===== src/sv/hgd_pkg.sv =====
// hgd_pkg: shared widths, constants, codes and types of the draw odds block
// no dependencies; used by hgd_mul, hgd_div and hypergeometric_draw_odds_core
`default_nettype none

package hgd_pkg;

    // operand and result widths
    localparam int ACC_W  = 64;                 // binomials and sums, below 2**61
    localparam int MB_W   = 16;                 // serial multiplier operand
    localparam int PROD_W = ACC_W + MB_W;       // product and dividend width
    localparam int CNT_W  = 7;                  // deck, copies and step counters
    localparam int DV_W   = 14;                 // recurrence divisor, up to 65 * 65
    localparam int ODDS_W = 14;

    localparam logic [ODDS_W-1:0] ODDS_MAX    = 14'd10000;
    // 2 * 10000, so that (2 * 10000 * num + den) / (2 * den) rounds half up
    localparam logic [MB_W-1:0]   ROUND_SCALE = 16'd20000;

    // configuration register indexes
    localparam logic [1:0] REG_MODE   = 2'd0;
    localparam logic [1:0] REG_TARGET = 2'd1;
    localparam logic [1:0] REG_HAND   = 2'd2;

    // status of a serial arithmetic unit
    typedef struct packed {
        logic busy;
        logic done;
    } unit_stat_t;

    // sequencer state
    typedef enum logic [5:0] {
        S_IDLE  = 6'b000001,
        S_CHECK = 6'b000010,
        S_STEP  = 6'b000100,
        S_MUL   = 6'b001000,
        S_DIV   = 6'b010000,
        S_OUT   = 6'b100000
    } state_t;

    // which quantity the sequencer is building
    typedef enum logic [4:0] {
        PH_DEN = 5'b00001,
        PH_TA  = 5'b00010,
        PH_TB  = 5'b00100,
        PH_REC = 5'b01000,
        PH_FIN = 5'b10000
    } phase_t;

endpackage

`default_nettype wire


===== src/sv/hgd_mul.sv =====
// hgd_mul: bit-serial shift-add multiplier, one multiplier bit per cycle
// depends on hgd_pkg
`default_nettype none

module hgd_mul
    import hgd_pkg::*;
(
    input  wire logic              clk,
    input  wire logic              rst_n,
    input  wire logic              start,
    input  wire logic [ACC_W-1:0]  a,
    input  wire logic [MB_W-1:0]   b,
    output unit_stat_t             stat,
    output logic      [PROD_W-1:0] prod
);

    localparam int MC_W = $clog2(MB_W + 1);

    logic [PROD_W-1:0] prod_reg, prod_next;
    logic [ACC_W-1:0]  a_reg, a_next;
    logic [MB_W-1:0]   b_reg, b_next;
    logic [MC_W-1:0]   cnt_reg, cnt_next;
    logic              busy_reg, busy_next;
    logic              done_reg, done_next;

    // msb first: prod = 2 * prod + bit * a
    always_comb
    begin
        prod_next = prod_reg;
        a_next    = a_reg;
        b_next    = b_reg;
        cnt_next  = cnt_reg;
        busy_next = busy_reg;
        done_next = 1'b0;
        if (start)
        begin
            prod_next = '0;
            a_next    = a;
            b_next    = b;
            cnt_next  = MC_W'(MB_W);
            busy_next = 1'b1;
        end
        else if (busy_reg)
        begin
            prod_next = {prod_reg[PROD_W-2:0], 1'b0}
                      + (b_reg[MB_W-1] ? PROD_W'(a_reg) : '0);
            b_next    = {b_reg[MB_W-2:0], 1'b0};
            cnt_next  = cnt_reg - 1'b1;
            if (cnt_reg == MC_W'(1))
            begin
                busy_next = 1'b0;
                done_next = 1'b1;
            end
        end
    end

    always_ff @(posedge clk or negedge rst_n)
    begin
        if (!rst_n)
        begin
            busy_reg <= 1'b0;
            done_reg <= 1'b0;
            cnt_reg  <= '0;
        end
        else
        begin
            busy_reg <= busy_next;
            done_reg <= done_next;
            cnt_reg  <= cnt_next;
        end
    end

    always_ff @(posedge clk)
    begin
        prod_reg <= prod_next;
        a_reg    <= a_next;
        b_reg    <= b_next;
    end

    assign stat.busy = busy_reg;
    assign stat.done = done_reg;
    assign prod      = prod_reg;

endmodule

`default_nettype wire


===== src/sv/hgd_div.sv =====
// hgd_div: restoring divider, one quotient bit per cycle
// depends on hgd_pkg
`default_nettype none

module hgd_div
    import hgd_pkg::*;
(
    input  wire logic              clk,
    input  wire logic              rst_n,
    input  wire logic              start,
    input  wire logic [PROD_W-1:0] dividend,
    input  wire logic [ACC_W-1:0]  divisor,
    output unit_stat_t             stat,
    output logic      [PROD_W-1:0] quotient
);

    localparam int DC_W = $clog2(PROD_W + 1);

    logic [PROD_W-1:0] quo_reg, quo_next;
    logic [ACC_W-1:0]  rem_reg, rem_next;
    logic [ACC_W-1:0]  dsr_reg, dsr_next;
    logic [DC_W-1:0]   cnt_reg, cnt_next;
    logic              busy_reg, busy_next;
    logic              done_reg, done_next;
    logic [ACC_W:0]    trial;
    logic              fits;

    // shift the next dividend bit into the remainder and try the subtract
    assign trial = {rem_reg, quo_reg[PROD_W-1]};
    assign fits  = trial >= {1'b0, dsr_reg};

    always_comb
    begin
        quo_next  = quo_reg;
        rem_next  = rem_reg;
        dsr_next  = dsr_reg;
        cnt_next  = cnt_reg;
        busy_next = busy_reg;
        done_next = 1'b0;
        if (start)
        begin
            quo_next  = dividend;
            rem_next  = '0;
            dsr_next  = divisor;
            cnt_next  = DC_W'(PROD_W);
            busy_next = 1'b1;
        end
        else if (busy_reg)
        begin
            rem_next = fits ? ACC_W'(trial - {1'b0, dsr_reg}) : trial[ACC_W-1:0];
            quo_next = {quo_reg[PROD_W-2:0], fits};
            cnt_next = cnt_reg - 1'b1;
            if (cnt_reg == DC_W'(1))
            begin
                busy_next = 1'b0;
                done_next = 1'b1;
            end
        end
    end

    always_ff @(posedge clk or negedge rst_n)
    begin
        if (!rst_n)
        begin
            busy_reg <= 1'b0;
            done_reg <= 1'b0;
            cnt_reg  <= '0;
        end
        else
        begin
            busy_reg <= busy_next;
            done_reg <= done_next;
            cnt_reg  <= cnt_next;
        end
    end

    always_ff @(posedge clk)
    begin
        quo_reg <= quo_next;
        rem_reg <= rem_next;
        dsr_reg <= dsr_next;
    end

    assign stat.busy = busy_reg;
    assign stat.done = done_reg;
    assign quotient  = quo_reg;

endmodule

`default_nettype wire


===== src/sv/hypergeometric_draw_odds_core.sv =====
// channel  | signals                                          | direction
// item     | item_valid, item_stall, deck_total, matching_copies | in (stall out)
// result   | result_valid, result_stall, odds_hundredths      | out (stall in)
// cfg      | cfg_valid, cfg_ready, cfg_index, cfg_data         | in (ready out)
//
// one item at a time; every arithmetic step is a serial multiply then
// a serial divide
// steps = 2 * hand_size + (top - first term) + 1
// rejected items give odds 0; reset restores mode 1, target 1, hand 7
// result register frees the datapath; item_stall is high while an item is in work
// depends on hgd_pkg, hgd_mul, hgd_div
`default_nettype none

module hypergeometric_draw_odds_core
    import hgd_pkg::*;
#(
    parameter int MAX_DECK = 64
)
(
    input  wire logic              clk,
    input  wire logic              rst_n,
    input  wire logic              item_valid,
    output logic                   item_stall,
    input  wire logic [6:0]        deck_total,
    input  wire logic [6:0]        matching_copies,
    output logic                   result_valid,
    input  wire logic              result_stall,
    output logic      [ODDS_W-1:0] odds_hundredths,
    input  wire logic              cfg_valid,
    output logic                   cfg_ready,
    input  wire logic [1:0]        cfg_index,
    input  wire logic [5:0]        cfg_data
);

    state_t             state_reg, state_next;
    phase_t             phase_reg, phase_next;
    logic               mode_reg;
    logic [5:0]         target_reg, hand_reg;
    logic [CNT_W-1:0]   deck_reg, deck_next, copies_reg, copies_next;
    logic [CNT_W-1:0]   lo_reg, lo_next, hi_reg, hi_next, k_reg, k_next;
    logic [CNT_W-1:0]   bin_a_reg, bin_a_next, bin_b_reg, bin_b_next;
    logic [CNT_W-1:0]   bin_i_reg, bin_i_next;
    logic [ACC_W-1:0]   acc_reg, acc_next, num_reg, num_next, den_reg, den_next;
    logic [MB_W-1:0]    mval_reg, mval_next;
    logic [DV_W-1:0]    dval_reg, dval_next;
    logic               mul_go_reg, mul_go_next, div_go_reg, div_go_next;
    logic [PROD_W-1:0]  div_nd_reg, div_nd_next;
    logic [ACC_W-1:0]   div_dsr_reg, div_dsr_next;
    logic [ODDS_W-1:0]  calc_reg, calc_next;
    logic [ODDS_W-1:0]  odds_reg, odds_next;
    logic               rv_reg, rv_next;

    unit_stat_t         mul_stat, div_stat;
    logic [PROD_W-1:0]  mul_prod, div_quo;

    logic [CNT_W-1:0]   hand7, target7, nk, floor_k, lo_c, cap, hi_c;
    logic               bad, bin_done;
    logic [2*CNT_W-1:0] rec_m, rec_d;
    logic [CNT_W-1:0]   k1, nk_gap;

    // configuration registers
    assign cfg_ready = 1'b1;

    always_ff @(posedge clk or negedge rst_n)
    begin
        if (!rst_n)
        begin
            mode_reg   <= 1'b1;
            target_reg <= 6'd1;
            hand_reg   <= 6'd7;
        end
        else if (cfg_valid && cfg_ready)
        begin
            unique case (cfg_index)
                REG_MODE:   mode_reg   <= cfg_data[0];
                REG_TARGET: target_reg <= cfg_data;
                REG_HAND:   hand_reg   <= cfg_data;
                default:    ;
            endcase
        end
    end

    // range checks and term bounds
    assign hand7   = {1'b0, hand_reg};
    assign target7 = {1'b0, target_reg};
    assign nk      = deck_reg - copies_reg;
    assign bad     = (deck_reg > CNT_W'(MAX_DECK)) || (copies_reg > deck_reg)
                   || (hand7 > deck_reg) || (!mode_reg && (target7 > hand7));
    assign floor_k = (hand7 > nk) ? hand7 - nk : '0;
    assign lo_c    = (target7 > floor_k) ? target7 : floor_k;
    assign cap     = mode_reg ? hand7 : target7;
    assign hi_c    = (cap < copies_reg) ? cap : copies_reg;
    assign bin_done = bin_i_reg > bin_b_reg;

    // term ratio: t(k+1) = t(k) * (K-k)(n-k) / ((k+1)(N-K-n+k+1))
    assign k1     = k_reg + 1'b1;
    assign nk_gap = nk - hand7 + k1;
    assign rec_m  = (copies_reg - k_reg) * (hand7 - k_reg);
    assign rec_d  = k1 * nk_gap;

    // sequencer
    always_comb
    begin
        state_next   = state_reg;
        phase_next   = phase_reg;
        deck_next    = deck_reg;
        copies_next  = copies_reg;
        lo_next      = lo_reg;
        hi_next      = hi_reg;
        k_next       = k_reg;
        bin_a_next   = bin_a_reg;
        bin_b_next   = bin_b_reg;
        bin_i_next   = bin_i_reg;
        acc_next     = acc_reg;
        num_next     = num_reg;
        den_next     = den_reg;
        mval_next    = mval_reg;
        dval_next    = dval_reg;
        mul_go_next  = 1'b0;
        div_go_next  = 1'b0;
        div_nd_next  = div_nd_reg;
        div_dsr_next = div_dsr_reg;
        calc_next    = calc_reg;
        odds_next    = odds_reg;
        rv_next      = rv_reg;
        if (rv_reg && !result_stall)
            rv_next = 1'b0;

        unique case (state_reg)
            S_IDLE:
            begin
                if (item_valid)
                begin
                    deck_next   = deck_total;
                    copies_next = matching_copies;
                    state_next  = S_CHECK;
                end
            end
            S_CHECK:
            begin
                if (bad || (lo_c > hi_c))
                begin
                    calc_next  = '0;
                    state_next = S_OUT;
                end
                else
                begin
                    lo_next    = lo_c;
                    hi_next    = hi_c;
                    phase_next = PH_DEN;
                    bin_a_next = deck_reg;
                    bin_b_next = hand7;
                    bin_i_next = CNT_W'(1);
                    acc_next   = ACC_W'(1);
                    state_next = S_STEP;
                end
            end
            S_STEP:
            begin
                // binomial step: c = c * (a - b + i) / i
                mval_next = MB_W'(bin_a_reg - bin_b_reg + bin_i_reg);
                dval_next = DV_W'(bin_i_reg);
                unique case (phase_reg)
                    PH_DEN:
                    begin
                        if (bin_done)
                        begin
                            den_next   = acc_reg;
                            acc_next   = ACC_W'(1);
                            bin_a_next = copies_reg;
                            bin_b_next = lo_reg;
                            bin_i_next = CNT_W'(1);
                            phase_next = PH_TA;
                        end
                        else
                        begin
                            mul_go_next = 1'b1;
                            state_next  = S_MUL;
                        end
                    end
                    PH_TA:
                    begin
                        if (bin_done)
                        begin
                            bin_a_next = nk;
                            bin_b_next = hand7 - lo_reg;
                            bin_i_next = CNT_W'(1);
                            phase_next = PH_TB;
                        end
                        else
                        begin
                            mul_go_next = 1'b1;
                            state_next  = S_MUL;
                        end
                    end
                    PH_TB:
                    begin
                        if (bin_done)
                        begin
                            num_next   = acc_reg;
                            k_next     = lo_reg;
                            phase_next = PH_REC;
                        end
                        else
                        begin
                            mul_go_next = 1'b1;
                            state_next  = S_MUL;
                        end
                    end
                    PH_REC:
                    begin
                        if (k_reg == hi_reg)
                        begin
                            phase_next = PH_FIN;
                            mval_next  = ROUND_SCALE;
                        end
                        else
                        begin
                            mval_next = MB_W'(rec_m);
                            dval_next = rec_d;
                        end
                        mul_go_next = 1'b1;
                        state_next  = S_MUL;
                    end
                    default:
                    begin
                        state_next = S_IDLE;
                    end
                endcase
            end
            S_MUL:
            begin
                if (mul_stat.done)
                begin
                    if (phase_reg == PH_FIN)
                    begin
                        div_nd_next  = mul_prod + PROD_W'(den_reg);
                        div_dsr_next = {den_reg[ACC_W-2:0], 1'b0};
                    end
                    else
                    begin
                        div_nd_next  = mul_prod;
                        div_dsr_next = ACC_W'(dval_reg);
                    end
                    div_go_next = 1'b1;
                    state_next  = S_DIV;
                end
            end
            S_DIV:
            begin
                if (div_stat.done)
                begin
                    if (phase_reg == PH_FIN)
                    begin
                        calc_next  = (div_quo > PROD_W'(ODDS_MAX)) ? ODDS_MAX
                                                                  : div_quo[ODDS_W-1:0];
                        state_next = S_OUT;
                    end
                    else if (phase_reg == PH_REC)
                    begin
                        acc_next   = div_quo[ACC_W-1:0];
                        num_next   = num_reg + div_quo[ACC_W-1:0];
                        k_next     = k1;
                        state_next = S_STEP;
                    end
                    else
                    begin
                        acc_next   = div_quo[ACC_W-1:0];
                        bin_i_next = bin_i_reg + 1'b1;
                        state_next = S_STEP;
                    end
                end
            end
            S_OUT:
            begin
                // the held result stays put until it is taken
                if (!rv_reg || !result_stall)
                begin
                    odds_next  = calc_reg;
                    rv_next    = 1'b1;
                    state_next = S_IDLE;
                end
            end
            default:
            begin
                state_next = S_IDLE;
            end
        endcase
    end

    always_ff @(posedge clk or negedge rst_n)
    begin
        if (!rst_n)
        begin
            state_reg  <= S_IDLE;
            phase_reg  <= PH_DEN;
            rv_reg     <= 1'b0;
            mul_go_reg <= 1'b0;
            div_go_reg <= 1'b0;
        end
        else
        begin
            state_reg  <= state_next;
            phase_reg  <= phase_next;
            rv_reg     <= rv_next;
            mul_go_reg <= mul_go_next;
            div_go_reg <= div_go_next;
        end
    end

    always_ff @(posedge clk)
    begin
        deck_reg    <= deck_next;
        copies_reg  <= copies_next;
        lo_reg      <= lo_next;
        hi_reg      <= hi_next;
        k_reg       <= k_next;
        bin_a_reg   <= bin_a_next;
        bin_b_reg   <= bin_b_next;
        bin_i_reg   <= bin_i_next;
        acc_reg     <= acc_next;
        num_reg     <= num_next;
        den_reg     <= den_next;
        mval_reg    <= mval_next;
        dval_reg    <= dval_next;
        div_nd_reg  <= div_nd_next;
        div_dsr_reg <= div_dsr_next;
        calc_reg    <= calc_next;
        odds_reg    <= odds_next;
    end

    // serial arithmetic units
    hgd_mul u_mul (
        .clk   (clk),
        .rst_n (rst_n),
        .start (mul_go_reg),
        .a     ((phase_reg == PH_FIN) ? num_reg : acc_reg),
        .b     (mval_reg),
        .stat  (mul_stat),
        .prod  (mul_prod)
    );

    hgd_div u_div (
        .clk      (clk),
        .rst_n    (rst_n),
        .start    (div_go_reg),
        .dividend (div_nd_reg),
        .divisor  (div_dsr_reg),
        .stat     (div_stat),
        .quotient (div_quo)
    );

    // ports
    assign item_stall      = (state_reg != S_IDLE);
    assign result_valid    = rv_reg;
    assign odds_hundredths = odds_reg;

    // checks
    a_odds_range: assert property (@(posedge clk) disable iff (!rst_n)
        result_valid |-> odds_hundredths <= ODDS_MAX)
        else $error("odds above full scale");

    a_units_exclusive: assert property (@(posedge clk) disable iff (!rst_n)
        !(mul_stat.busy && div_stat.busy))
        else $error("multiplier and divider busy together");

    a_accept_to_check: assert property (@(posedge clk) disable iff (!rst_n)
        (item_valid && !item_stall) |=> state_reg == S_CHECK)
        else $error("accepted item not checked");

    a_den_nonzero: assert property (@(posedge clk) disable iff (!rst_n)
        (div_go_reg && phase_reg == PH_FIN) |-> den_reg != '0)
        else $error("final division by zero");

endmodule

`default_nettype wire

===== config.mk =====
export PLATFORM = sky130hd
export DESIGN_NAME = hypergeometric_draw_odds_core
export DESIGN_NICKNAME = d
export VERILOG_FILES = /design/src/sv/hgd_pkg.sv /design/src/sv/hgd_mul.sv /design/src/sv/hgd_div.sv /design/src/sv/hypergeometric_draw_odds_core.sv
export SDC_FILE = /design/constraint.sdc
export NUM_CORES = 2
export LEC_CHECK = 0
export BUFFER_PORTS_ARGS = -buffer_cell sky130_fd_sc_hd__buf_2
export CAP_MARGIN = 25
export CORE_ASPECT_RATIO = 0.8
export CORE_UTILIZATION = 40
export CTS_BUF_LIST = sky130_fd_sc_hd__clkbuf_16
export DETAILED_ROUTE_END_ITERATION = 10
export PLACE_DENSITY_LB_ADDON = 0.3
export SYNTH_ARGS = -nofsm -noshare
export SYNTH_HDL_FRONTEND = slang
export SYNTH_SLANG_ARGS = --single-unit

===== constraint.sdc =====
create_clock -name clk -period 13.5 [get_ports clk]
set_input_delay 2.025 -clock clk [delete_from_list [all_inputs] [get_ports clk]]
set_output_delay 2.025 -clock clk [all_outputs]
set_load 0.005 [all_outputs]

Word level (Yosys, flattened, before mapping):

Cells that the tools add are included.

* output and inout port bits: 17
* flip-flop bits (word level): 861
* logic and storage cells: 241

* multiplexer cells: 96
* magnitude comparators: 11
* reduce and logical (&&, ||, !) cells: 35
* $mul: 2
* equal/unequal tests: 38
* bitwise gates (word level): 2
* add/subtract/negate cells: 17

Operators by type and width (count)
* $mux W64: 13
* $mux W80: 3
* $pmux W64 S3: 1
* $mux W7: 23
* $pmux W64 S2: 1
* $add A80 B64 Y80: 1
* $add A80 B80 Y80: 1
* $gt A80 B14 Y1 const B: 1
* $mux W14: 5
* $pmux W7 S2: 5
* $ge A65 B64 Y1: 1
* $add A64 B64 Y64: 1
* $sub A64 B64 Y64: 1
* $mux W16: 3
* $mux W6: 8
* $pmux W6 S6: 1
* $mux W5: 7
* $pmux W14 S2: 1
* $gt A6 B7 Y1: 3
* $gt A7 B7 Y1: 3
* $pmux W7 S3: 1
* $ne A2 B2 Y1 const B: 10
* $pmux W5 S4: 1
* $mux W1: 19
* other kinds (54): 87

Logic depth before layout (Yosys ltp):

* word-level depth: 9
* gate-level depth with buffers: 36

Cells and area by module:

From an unflattened synthesis, not the netlist that was laid out.

* cells, all modules: 5772
* area, all modules: 56356.6 um^2

By module, submodules not included
* hypergeometric_draw_odds_core: area an instance 33342.0 um^2, sequential area each 14197.4 um^2, instances 1, cells each 3386
* hgd_div: area an instance 12771.0 um^2, sequential area each 5830.6 um^2, instances 1, cells each 1287
* hgd_mul: area an instance 10243.6 um^2, sequential area each 4179.0 um^2, instances 1, cells each 1099

Worst setup path after synthesis:

Ideal clock, no wire load.

* path type: flip-flop to flip-flop
* from: register copies_reg[1]
* to: register acc_reg[0], enable pin
* slack: 2286 ps
* setup time: 581 ps
* period minus slack after synthesis: 11214 ps
* buffers on the path: 1
* data required time: 12919 ps
* data arrival time: 10632 ps
* stages on the path, launching flop included: 35
* cell sequence: edfxtp_1 > inv_1 > ha_1 > nor2b_1 > o21ai_0 > a21oi_1 > o21ai_0 > nand2_1 > xnor2_1 > inv_1 > ha_1 > nand4_1 > nor2_1 > a211oi_1 > nand2_1 > ha_1 > nor2b_1 > o21a_1 > o21a_1 > o21ai_0 > nand2b_1 > a21oi_1 > a311o_1 > buf_2 > mux2i_1 > ha_1 > nor2b_1 > o21a_1 > o21a_1 > o21a_1 > o21a_1 > o21a_1 > o22ai_1 > a31oi_1 > a211oi_1

* word-level cells in the longest chain between the ends: 9

Ends and longest elaborated chain
* start, declared: line hypergeometric_draw_odds_core.sv:39 `logic [CNT_W-1:0] deck_reg, deck_next, copies_reg, copies_next;`
* start signal, assigned: line hypergeometric_draw_odds_core.sv:314 `copies_reg <= copies_next;`
* $sub A7 B7 Y7 (*): line hypergeometric_draw_odds_core.sv:86 `assign nk = deck_reg - copies_reg;`
* $sub A6 B7 Y7 or $gt A6 B7 Y1 (tied branches): line hypergeometric_draw_odds_core.sv:89 `assign floor_k = (hand7 > nk) ? hand7 - nk : '0;`
* $mux W7 (*): line hypergeometric_draw_odds_core.sv:89
* $gt A6 B7 Y1: line hypergeometric_draw_odds_core.sv:90 `assign lo_c = (target7 > floor_k) ? target7 : floor_k;`
* $mux W7 (*): line hypergeometric_draw_odds_core.sv:90
* named net lo_c[1]: line hypergeometric_draw_odds_core.sv:56 `logic [CNT_W-1:0] hand7, target7, nk, floor_k, lo_c, cap, hi_c;`
* $gt A7 B7 Y1 (*): line hypergeometric_draw_odds_core.sv:141 `if (bad || (lo_c > hi_c))`
* $logic_or A1 B1 Y1 (*): line hypergeometric_draw_odds_core.sv:141
* $ne A2 B2 Y1 (no line) (*)
* $reduce_and A6 Y1 (no line) (*)
* end signal, assigned: line hypergeometric_draw_odds_core.sv:321 `acc_reg <= acc_next;`
* end, declared: line hypergeometric_draw_odds_core.sv:43 `logic [ACC_W-1:0] acc_reg, acc_next, num_reg, num_next, den_reg, den_next;`

Mark *: on every way through the listed nets, which the timed path passes. The rest lies on a longest branch.
A chain may end at the register's enable or synchronous reset.

Worst setup path after layout:

* from: register copies_reg[1]
* to: register bin_i_reg[6], enable pin

* word-level cells in the longest chain between the ends: 9

Ends and longest elaborated chain
* $sub A7 B7 Y7 (*): line hypergeometric_draw_odds_core.sv:86
* $sub A6 B7 Y7 or $gt A6 B7 Y1 (tied branches): line hypergeometric_draw_odds_core.sv:89
* $mux W7 (*): line hypergeometric_draw_odds_core.sv:89
* $gt A6 B7 Y1: line hypergeometric_draw_odds_core.sv:90
* $mux W7 (*): line hypergeometric_draw_odds_core.sv:90
* named net lo_c[1]: line hypergeometric_draw_odds_core.sv:56
* $gt A7 B7 Y1 (*): line hypergeometric_draw_odds_core.sv:141
* $logic_or A1 B1 Y1 (*): line hypergeometric_draw_odds_core.sv:141
* $ne A2 B2 Y1 (no line) (*)
* $reduce_and A7 Y1 (no line) (*)
* end signal, assigned: line hypergeometric_draw_odds_core.sv:320 `bin_i_reg <= bin_i_next;`
* end, declared: line hypergeometric_draw_odds_core.sv:42 `logic [CNT_W-1:0] bin_i_reg, bin_i_next;`

Marks and branches as above.

==> results by group <==
Finish
  – Share of layout cells above drive strength 1: 0.0736
  – Number of antenna cells inserted: 0
  – NumNets Final: 6113
  – Core occupancy in the finished layout: 0.443
  – Layout overhead on the synthesized area: 9.16%
  – Count of fill cells added during filler insertion: about 13000

Detailed routing
  – Average detailed-routed wire length per instance: 20.7 um
  – Router iterations before antenna repair: 6
  – Routed via count: 41894
  – Count of unresolved DRC violations after routing: 0
  – DRT iter0 DRCs: about 3700
  – Ratio of routed vias to standard cells: 5.58
  – Total length of routed wires: approximately 160 mm
  – Number of nets with antenna violations after routing: 0

Place
  – Half-perimeter wire length after placement: 114 mm
  – Port Buffer Count: 42
  – Routability congestion estimate: 0.940
  – Post-Place Worst Slack: 4.47 ns

Setup path
  – Data arrival, critical path: about 9.6 ns
  – Crit-path slowest cell: sky130_fd_sc_hd__a211oi_1
  – Required time worst endpoint: around 14 ns
  – CP peak stage delay: about 0.84 ns
  – Crit Path Class: reg2reg
  – Critical path endpoint category: flop
  – Worst-path fanout max: 7
  – Critical path launch point type: flop
  – Most frequent cell on the critical path: sky130_fd_sc_hd__o21a_1
  – Setup slack of the worst register-to-register path: about 4.3 ns

Clock tree
  – Number of setup buffers added after CTS: 0
  – CTS sink cnt: approximately 860
  – Master cell of the clock root buffer: sky130_fd_sc_hd__clkbuf_16
  – Clock network latency to the later pin of the worst-skew pair: around 0.72 ns
  – Number of hold buffers added after CTS: 0
  – CTS-repair resized insts: 0
  – Maximum clock insertion buffer count: 3
  – Htree depth: 3
  – Clock slew at reported path FFs: 0.06 ns
  – Number of buffers inserted during clock tree synthesis: 92
  – Clock tree from TritonCTS: built

Global routing
  – First-pass GRT wire length: 238 mm
  – Maximum number of pins on one net before global-route repair: 164
  – Overall overflow remaining after global route: 0
  – Antenna violations before repair: 3
  – Vias in the first global route: 39494
  – Global-route usage over all layers: 0.219

STA
  – Final number of max-transition violations: 0
  – Slew Limit Headroom: 0.277
  – Endpoints failing hold: 0
  – Final worst-path cycle share: 0.685
  – Fin Clk Skew: 0.0462 ns
  – Final TNS setup: 0 ns
  – Finish-stage setup viols: 0
  – Timing-limited maximum frequency: 108 MHz
  – Clock period minus final worst setup slack: 9.25 ns
  – RSZ-0062 raised after global routing: false
  – Fin worst setup slack: 4.25 ns
  – Tightest Pin Transition: 1.09 ns

Floorplan
  – Die boundary height: 335 um
  – Io pins: 44
  – Initial Utilization: 0.406
  – Area of the core: 0.137 mm2
  – Std-Cell Rows: 121
  – Horizontal extent of the die: 419 um
  – Area enclosed by the die boundary: 0.140 mm2

Power and ir drop
  – Sequential Power Share: 0.267
  – Fraction of power consumed by combinational cells: 0.521
  – Pwr per Cell Area: about 200 mW/mm2
  – Leakage: 24.6 nW
  – Share of total power in the clock network: 0.212
  – Power Internal: between 7 and 8 mW
  – Net switching power of the design: 4.89 mW
  – Switching part of the total: 0.398
  – VDD IR max: about 0.45 mV

Synth
  – Distinct cells, synth: 101
  – Warnings, synthesis: 0
  – Average cell area after synthesis: 9.84 um2
  – Share of flip-flops with an asynchronous set or reset after synthesis: 0.0499
  – Number of storage elements in the synthesis netlist: 861
  – Part of the Yosys area used for sequential elements: 0.435
  – Cell area after technology mapping: 0.0556 mm2
  – Dominant register cell in the synthesized netlist: sky130_fd_sc_hd__edfxtp_1
  – Number of enable-type register cells in the synthesized netlist: 674
  – Synthesized netlist cell count: approximately 5600

Outcome
  – Run status: complete, no violations

Run
  – Count of max-cap constraint violations: 0

Min path
  – Hold Path Class: reg2reg
per-layer routing:
layer / share of wire / GRT usage
met3: 0.071 / 0.0320
met5: 0 / 0
met4: 0.027 / 0.0570
met1: 0.48 / 0.330
met2: 0.42 / 0.325
stage by stage:
step | instances | hold slack (ns) | total power, mW | cell area (um2)
4_1_cts | 7507 | 0.399 | 12.4 | 60600
2_1_floorplan | 5648 | 0.400 | 8.47 | 55600
3_3_place_gp | 7332 | 0.401 | 9.69 | 57500
3_5_place_dp | 7334 | 0.405 | 9.75 | 57600
6_report | 7511 | 0.399 | 12.3 | 60700
5_1_grt | 7511 | 0.404 | 13.5 | 60700
layout make-up:
cell class,instances,area [um2],share of cell area
tap,1845,2310,0.0380
clock inverter,79,693,0.0114
multi-input combinational,4210,29200,0.482
inverter,337,1270,0.0209
clock buffer,94,2350,0.0388
timing repair buffer,85,608,0.0100
sequential,861,24200,0.399
power groups by stage:
stage | combinational [mW] | clock [mW] | sequential, mW
floorplan | 5.23 | 0 | 3.25
global placement | 6.36 | 0 | 3.33
detailed placement | 6.41 | 0 | 3.33
CTS | 6.49 | 2.65 | 3.28
global route | 7.42 | 2.75 | 3.30
finish | 6.41 | 2.60 | 3.28
cells in the mapped netlist, types with 58 or more instances:
cell	n	area share
sky130_fd_sc_hd__clkbuf_1	210	0.014
sky130_fd_sc_hd__nor2b_1	62	0.0070
sky130_fd_sc_hd__nand3_1	83	0.0075
sky130_fd_sc_hd__o21ai_0	327	0.029
sky130_fd_sc_hd__ha_1	410	0.092
sky130_fd_sc_hd__a21oi_1	330	0.030
sky130_fd_sc_hd__xor2_1	145	0.023
sky130_fd_sc_hd__nor2_1	368	0.025
sky130_fd_sc_hd__a211oi_1	62	0.0084
sky130_fd_sc_hd__a21o_1	199	0.027
sky130_fd_sc_hd__dfxtp_1	144	0.052
sky130_fd_sc_hd__mux2_2	104	0.021
sky130_fd_sc_hd__fa_1	89	0.032
sky130_fd_sc_hd__nand4_1	69	0.0078
sky130_fd_sc_hd__mux2i_1	58	0.010
sky130_fd_sc_hd__xnor2_1	206	0.032
sky130_fd_sc_hd__and2_1	200	0.023
sky130_fd_sc_hd__nand2_1	781	0.053
sky130_fd_sc_hd__inv_1	335	0.023
sky130_fd_sc_hd__edfxtp_1	674	0.36
cell families (layout without fill, tap and decap cells):
| family | Yosys count | count (layout) | synth area share |
|---|---|---|---|
| fa+ha+maj | 499 | 499 | 0.124 |
| compound gates | 1354 | 1354 | 0.159 |
| simple gates | 1840 | 1840 | 0.154 |
| other cells | 2 | 3 | 0.000135 |
| mux | 163 | 163 | 0.0317 |
| buf+inv | 577 | 595 | 0.0399 |
| flops | 861 | 861 | 0.435 |
| xor+xnor | 351 | 351 | 0.0553 |
path summary, 6_finish.rpt:
kind / startpoint / end / cells past startpoint
worst max register to register: copies_reg[1]$_DFFE_PP_ / bin_i_reg[6]$_SDFFCE_PN0P_ / 34
worst min-delay path: calc_reg[1]$_SDFFCE_PN0P_ / odds_hundredths[1]$_DFFE_PP_ / 0
worst min register to register: calc_reg[1]$_SDFFCE_PN0P_ / odds_hundredths[1]$_DFFE_PP_ / 0
min in group asynchronous: rst_n / hand_reg[3]$_DFFE_PN0P_ / 2
max in group asynchronous: rst_n / div_go_reg$_DFF_PN0_ / 2
worst max-delay path: copies_reg[1]$_DFFE_PP_ / bin_i_reg[6]$_SDFFCE_PN0P_ / 34
critical path: cells and delay by family, from the launching register on:
family,cells,cell delay (ns)
and+or+nand+nor,8,0.92
buffers and inverters,2,0.21
DFF,1,0.50
muxes,1,0.34
xor gates and xnor gates,1,0.52
adders and majority gates,4,1.26
AOI/OAI and AO/OA,18,5.10
placed cells by master (no fill, tap or decap), types with 17 or more instances in the layout:
cell type	n
sky130_fd_sc_hd__nand2_1	781
sky130_fd_sc_hd__edfxtp_1	674
sky130_fd_sc_hd__ha_1	410
sky130_fd_sc_hd__nor2_1	364
sky130_fd_sc_hd__inv_1	349
sky130_fd_sc_hd__a21oi_1	329
sky130_fd_sc_hd__o21ai_0	327
sky130_fd_sc_hd__xnor2_1	206
sky130_fd_sc_hd__and2_1	200
sky130_fd_sc_hd__a21o_1	199
sky130_fd_sc_hd__xor2_1	145
sky130_fd_sc_hd__dfxtp_1	144
sky130_fd_sc_hd__mux2_2	104
sky130_fd_sc_hd__clkbuf_16	94
sky130_fd_sc_hd__fa_1	89
sky130_fd_sc_hd__nand3_1	82
sky130_fd_sc_hd__nand4_1	69
sky130_fd_sc_hd__nor2b_1	62
sky130_fd_sc_hd__a211oi_1	61
sky130_fd_sc_hd__mux2i_1	58
sky130_fd_sc_hd__o21bai_1	54
sky130_fd_sc_hd__nor3_1	51
sky130_fd_sc_hd__nand2b_1	50
sky130_fd_sc_hd__o21a_1	46
sky130_fd_sc_hd__a31oi_1	45
sky130_fd_sc_hd__buf_2	43
sky130_fd_sc_hd__nor4_1	36
sky130_fd_sc_hd__o21ai_1	35
sky130_fd_sc_hd__buf_4	35
sky130_fd_sc_hd__and3_1	34
sky130_fd_sc_hd__a311oi_1	33
sky130_fd_sc_hd__dfrtp_1	32
sky130_fd_sc_hd__o211ai_1	30
sky130_fd_sc_hd__or2_2	23
sky130_fd_sc_hd__o31ai_1	21
sky130_fd_sc_hd__nand3b_1	18
sky130_fd_sc_hd__clkinv_1	18
sky130_fd_sc_hd__or3_1	17
Note: power is estimated with default switching activity, not from simulation.
